`config.mk`:
```
export PLATFORM = sky130hd
export DESIGN_NAME = pidpi_front
export DESIGN_NICKNAME = d
export VERILOG_FILES = /design/src/pidpi_pkg.sv /design/src/pidpi_front.sv
export SDC_FILE = /design/constraint.sdc
export NUM_CORES = 1
export LEC_CHECK = 0
export BUFFER_PORTS_ARGS = -buffer_cell sky130_fd_sc_hd__buf_2
export CORE_UTILIZATION = 45
export CTS_BUF_LIST = sky130_fd_sc_hd__clkbuf_16
export CTS_CLUSTER_SIZE = 24
export DETAILED_ROUTE_END_ITERATION = 10
export PLACE_DENSITY = 0.68
export SLEW_MARGIN = 5
export SYNTH_ARGS = -nofsm -noshare
export SYNTH_HDL_FRONTEND = slang
export SYNTH_SLANG_ARGS = --single-unit
```
`constraint.sdc`:
```
create_clock -name clock -period 3.65 [get_ports clock]
set_clock_uncertainty 0.1 [all_clocks]
set_input_delay 0 -clock clock [delete_from_list [all_inputs] [get_ports clock]]
set_output_delay 0 -clock clock [all_outputs]
set_load 0.02 [all_outputs]
```
`src/pidpi_pkg.sv`:
```
// shared types and constants for the pid position/incremental unit
// no dependencies
package pidpi_pkg;

   localparam logic [1:0] CMD_POS     = 2'd0;
   localparam logic [1:0] CMD_INC     = 2'd1;
   localparam logic [1:0] CMD_RESTART = 2'd2;
   localparam logic [1:0] CMD_UNUSED  = 2'd3;

   // register indexes
   localparam logic [2:0] REG_GAIN_P    = 3'd0;
   localparam logic [2:0] REG_GAIN_I    = 3'd1;
   localparam logic [2:0] REG_GAIN_D    = 3'd2;
   localparam logic [2:0] REG_OUT_LIM   = 3'd3;
   localparam logic [2:0] REG_INT_RANGE = 3'd4;
   localparam logic [2:0] REG_INT_LIM   = 3'd5;
   localparam logic [2:0] REG_ERR_TOL   = 3'd6;
   localparam logic [2:0] REG_RATE_TOL  = 3'd7;

   localparam int DIVIDEND_W = 47;
   localparam int GAIN_W     = 24;
   localparam int LIMIT_W    = 31;

   typedef struct packed {
      logic [1:0]         cmd;
      logic signed [31:0] err;
   } item_type;

   typedef struct packed {
      logic [GAIN_W-1:0]  gain_p;
      logic [GAIN_W-1:0]  gain_i;
      logic [GAIN_W-1:0]  gain_d;
      logic [LIMIT_W-1:0] output_limit;
      logic [LIMIT_W-1:0] integral_range;
      logic [LIMIT_W-1:0] integral_limit;
      logic [LIMIT_W-1:0] error_tolerance;
      logic [LIMIT_W-1:0] rate_tolerance;
   } cfg_type;

   typedef struct packed {
      logic                  start;
      logic [DIVIDEND_W-1:0] dividend;
      logic [GAIN_W-1:0]     divisor;
   } div_req_type;

   typedef struct packed {
      logic                  done;
      logic [DIVIDEND_W-1:0] quotient;
   } div_rsp_type;

   typedef enum logic [3:0] {
      ST_IDLE, ST_P, ST_D, ST_SUM, ST_DIV, ST_CLAMP, ST_ILO, ST_IHI,
      ST_IACC, ST_INC_I, ST_INC_Y, ST_Y
   } seq_state_type;

endpackage

```
`src/pidpi_front.sv`:
```
// front end: accepts words, forms the saturated error, drops unused commands
// and holds a two-entry queue toward the back end; uses pidpi_pkg
module pidpi_front
   import pidpi_pkg::*;
(
   input  logic               clock,
   input  logic               reset,
   input  logic               push,
   output logic               full,
   input  logic [1:0]         cmd,
   input  logic signed [31:0] setpoint,
   input  logic signed [31:0] measured,
   output logic               q_valid,
   output item_type           q_item,
   input  logic               q_pop
);

   item_type   entry_ff [2];
   item_type   entry_in;
   logic       wr_ptr_ff, rd_ptr_ff;
   logic [1:0] count_ff;
   logic       store;
   logic signed [32:0] diff;

   assign full    = (count_ff == 2'd2);
   assign q_valid = (count_ff != 2'd0);
   assign q_item  = entry_ff[rd_ptr_ff];

   // saturate the difference to 32 bits
   always_comb begin
      diff = 33'(setpoint) - 33'(measured);
      entry_in.cmd = cmd;
      if (diff[32] != diff[31]) begin
         entry_in.err = diff[32] ? 32'sh8000_0000 : 32'sh7fff_ffff;
      end else begin
         entry_in.err = diff[31:0];
      end
      store = push && !full && (cmd != CMD_UNUSED);
   end

   always_ff @(posedge clock) begin
      if (store) begin
         entry_ff[wr_ptr_ff] <= entry_in;
      end
   end

   always_ff @(posedge clock) begin
      if (reset) begin
         wr_ptr_ff <= 1'b0;
         rd_ptr_ff <= 1'b0;
         count_ff  <= 2'd0;
      end else begin
         if (store) begin
            wr_ptr_ff <= !wr_ptr_ff;
         end
         if (q_pop && q_valid) begin
            rd_ptr_ff <= !rd_ptr_ff;
         end
         count_ff <= count_ff + 2'(store) - 2'(q_pop && q_valid);
      end
   end

endmodule

```
**Word level (Yosys, flattened, before mapping)**

Memory sizes are Yosys's and may differ from the RTL's. A register that Yosys moved wholly into a read port is not among the register bits.
Cells that the tools add are included.

- Add/subtract/negate cells: 3
- Equality and inequality tests: 3
- Multiplexer cells: 6
- Reduce and logical (&&, ||, !) cells: 7

Operators by type and width:

| cell | number |
|---|---|
| 32-bit two-way mux | 2 |
| 32-bit by 32-bit subtractor with 33-bit output | 1 |
| 1-bit two-way mux | 4 |
| 1-bit logical AND | 3 |
| 1-bit logical NOT | 3 |
| 2-bit by 1-bit adder with 2-bit output | 1 |
| 2-bit equality test, second input constant | 1 |
| 2-bit != test, second input constant | 1 |
| 2-bit nonzero test | 1 |
| 2-bit by 1-bit subtractor with 2-bit output | 1 |
| 1-bit != test | 1 |

- Flip-flop bits (word level): 4
- Memory bits (writable): 68
- Bits of input ports: 70
- Output and inout port bits: 36
- Logic and storage cells: 23
- Memories kept: 1

Memory list:

| name | words | width | read ports | clocked after memory_dff | write ports | RTL line | RTL |
|---|---|---|---|---|---|---|---|
| entry_ff | 2 | 34 | 1 | 1 | 1 | pidpi_front.sv:18 | `item_type entry_ff [2];` |

**Depth between registers and ports, before layout**

- Word-level depth: 6
- Gate-level depth with buffers: 14
- Mapped depth without buffers: 12

**Worst setup path before layout**

OpenSTA, ideal clock, no wires.

- Path type: input to register
- Start: input port setpoint[0]
- End: memory entry_ff[0][30] (netlist name), data pin
- Library setup time: 0.280 ns
- Arrival time: 2.442 ns
- Required time: 3.270 ns
- Path slack: 0.828 ns
- Stages on the path: 12
- Buffers on the path: 0
- Path through: inv_1 ha_1 inv_1 fa_1 a21o_1 a221oi_2 a2111o_1 a21boi_0 o32ai_1 o41ai_1 xor2_1 o21ai_0

RTL lines:

| element | RTL line | RTL |
|---|---|---|
| start, declared | pidpi_front.sv:11 | `input logic signed [31:0] setpoint,` |
| end, declared | pidpi_front.sv:18 |  |

==> results.sh <==
export IMPL_status="completed"
export IMPL_path_max_fanout=12
export IMPL_synth_edf_count=68
export IMPL_regToRegStartpoint="count_ff[1]"
export IMPL_drv_cap=0
export IMPL_path_clk_slew_ns=0.05
export IMPL_nets=685
export IMPL_synth_area_leader_cell="edfxtp_1"
export IMPL_min_period_ns=2.91
export IMPL_ys_seq_elements=73
export IMPL_core_area_um2=10500
export IMPL_ys_types=58
export IMPL_maxSlewHeadroom=0.590
export IMPL_comb_power_share=0.377
export IMPL_timing_final_ws_setup_ns=0.745
export IMPL_setup_violations=0
export IMPL_cts_max_path_buffers=2
export IMPL_syn_to_final_growth_pct=20.1
export IMPL_rows=37
export IMPL_yosysWarnings=0
export IMPL_ant_nets=0
export IMPL_fin_area_um2=5910
export IMPL_power_switching_w=0.00109
export IMPL_worstHoldPathType="in -> reg"
export IMPL_fin_setup_tns_ns=0
export IMPL_synth_top_cell_area_share=0.415
export IMPL_cts_root_buf="clkbuf_16"
export IMPL_dieHeight_um=107
export IMPL_rsz0062_at_grt="false"
export IMPL_finalNonFillerCells=721
export IMPL_grt_overflow=0
export IMPL_cts_made_buffers=9
export IMPL_end_kind="flip-flop"
export IMPL_ir_worst_vdd_uv=379
export IMPL_start_util=0.470
export IMPL_drc=0
export IMPL_wl_mm=10.8
export IMPL_arrival_ns=2.83
export IMPL_fp_dieW_um=107
export IMPL_postSynthNetCount=583
export IMPL_grt_pass1_wl_mm=17.6
export IMPL_cts_setup_buffers=0
export IMPL_drive_above_1_share=0.289
export IMPL_dr_pass1_iters=4
export IMPL_grt_pass1_vias=3730
export IMPL_synthTopCellsByCount="edfxtp_1 (68), a21oi_1 (48), inv_1 (42)"
export IMPL_die_area_um2=11400
export IMPL_grtUsageTotal=0.197
export IMPL_hpwl_mm=8.21
export IMPL_powerDensity_nw_per_um2=559
export IMPL_dp_slack_ns=0.398
export IMPL_antenna_found_initial=0
export IMPL_cp_start_kind="primary input"
export IMPL_fmax_mhz=344
export IMPL_power_leakage_nw=2.51
export IMPL_ys_flop_type="edfxtp_1"
export IMPL_crit_start="setpoint[0]"
export IMPL_vias=3896
export IMPL_gp_congestion=0.863
export IMPL_syn_cell_area_um2=4920
export IMPL_path_class="in -> reg"
export IMPL_cts_resized=0
export IMPL_yosysMostFrequentCell="edfxtp_1"
export IMPL_post_place_cells=701
export IMPL_seqPwrFrac=0.350
export IMPL_syn_area_per_cell_um2=10.3
export IMPL_drt_iter0_drc=218
export IMPL_hold_buffers=4
export IMPL_required_ns=3.57
export IMPL_diodes=0
export IMPL_routedWlPerCell_um=15.0
export IMPL_clock_power_share=0.273
export IMPL_pin_count=106
export IMPL_cts_tree="yes"
export IMPL_slew_viol_final=0
export IMPL_cts_max_level=3
export IMPL_worstSkewPairLatency_ns=0.33
export IMPL_vias_per_cell=5.40
export IMPL_hold_viol=0
export IMPL_final_core_util=0.565
export IMPL_synth_area_top_cells="edfxtp_1 (42%), ha_1 (8.6%), mux2_2 (8.0%), a21oi_1 (4.9%), inv_1 (3.2%)"
export IMPL_ys_seq_area_frac=0.435
export IMPL_synthArstFlopShare=0
export IMPL_postPlaceCellArea_um2=5560
export IMPL_hold_start="push"
export IMPL_worst_pin_slew_ns=0.600
export IMPL_syn_inst=478
export IMPL_finalCritPeriodShare=0.796
export IMPL_clkSinkCount=73
export IMPL_p_int_w=0.00221
export IMPL_switching_share=0.331
export IMPL_placement_io_buffers=105
export IMPL_fillers=946
export IMPL_grt_max_degree=34
metrics by stage:
step | power [W] | hold slack (ns)
2_1_floorplan | 0.00206 | -0.0284
3_3_place_gp | 0.00238 | 0.113
3_5_place_dp | 0.00241 | 0.121
4_1_cts | 0.00332 | 0.0298
5_1_grt | 0.00348 | 0.0806
6_report | 0.00330 | 0.0292
state kept, by name, indices dropped and copies added, names as in the netlist, named ones only:
register / cells
rd_ptr_ff: 1
count_ff: 2
entry_ff: 68
wr_ptr_ff: 1
cells in the final DEF, fill, tap and decap left out, types with 4 or more instances in the layout:
master and instances:
a2111oi_0 5, nand4_1 6, dlygate4sd3_1 4, nand2_1 25, mux2_2 35, o211ai_1 4, dfxtp_1 5, nor3_1 8
edfxtp_1 68, nor2b_1 5, and2_1 5, o21a_1 5, nand3_1 11, nor2_1 26, a21o_1 13, ha_1 34
buf_4 6, xor2_1 16, buf_2 105, a21oi_1 48, clkbuf_16 9, o21ai_0 27, inv_1 42, xnor2_1 17
per-layer routing:
metal | vias up | share of wire | routed length [um] | GRT usage
met3 | 14 | 0.040 | 433 | 0.0343
li1 | 1953 | - | - | -
met4 | 0 | 0.020 | 218 | 0.0646
met5 | - | 0 | 0 | 0
met2 | 103 | 0.46 | 5000 | 0.316
met1 | 1826 | 0.48 | 5180 | 0.268
worst max-delay path: stages:
cell      delay (ns)
buf_2           0.09
inv_1           0.04
ha_1            0.15
inv_1           0.06
fa_1            0.40
a21o_1          0.20
a221oi_2        0.34
a2111o_1        0.26
a21oi_4         0.09
a21oi_2         0.22
and2_1          0.39
xnor2_1         0.30
o21ai_0         0.27
final cells by class:
class                           count  area (um^2)  share of cell area
Tap cell                          136          170              0.0288
Inverter                           42          158              0.0267
Timing Repair Buffer              115          611               0.103
Sequential cell                    73         2140               0.362
Clock inverter                      7         85.1              0.0144
Clock buffer                        9          225              0.0381
Multi-Input combinational cell    339         2520               0.426
logic make-up after synthesis:
kind of cell	Yosys count	share of synthesized area
compound gates	136	0.185
simple gates	100	0.0961
flops	73	0.435
buf+inv	66	0.0537
mux	35	0.0801
fa+ha+maj	35	0.0905
xor+xnor	33	0.0587
worst paths after layout:
| check | end | cells past startpoint | slack [ns] |
|---|---|---|---|
| worst max-delay path | entry_ff[0][27] | 13 | 0.74 |
| worst min-delay path | wr_ptr_ff | 4 | 0.03 |
| worst max register to register | entry_ff[0][9] | 5 | 1.61 |
| worst min register to register | flip-flop | 2 | 0.41 |
power groups by stage:
stage | registers, W | logic [W] | clock network [W]
after CTS | 0.00116 | 0.00125 | 0.000913
after global placement | 0.00116 | 0.00122 | 0
after floorplan | 0.00116 | 0.000897 | 0
after detailed placement | 0.00117 | 0.00124 | 0
after global routing | 0.00117 | 0.00136 | 0.000950
final | 0.00115 | 0.00125 | 0.000902
No activity file was read; power rests on OpenSTA's default activity.
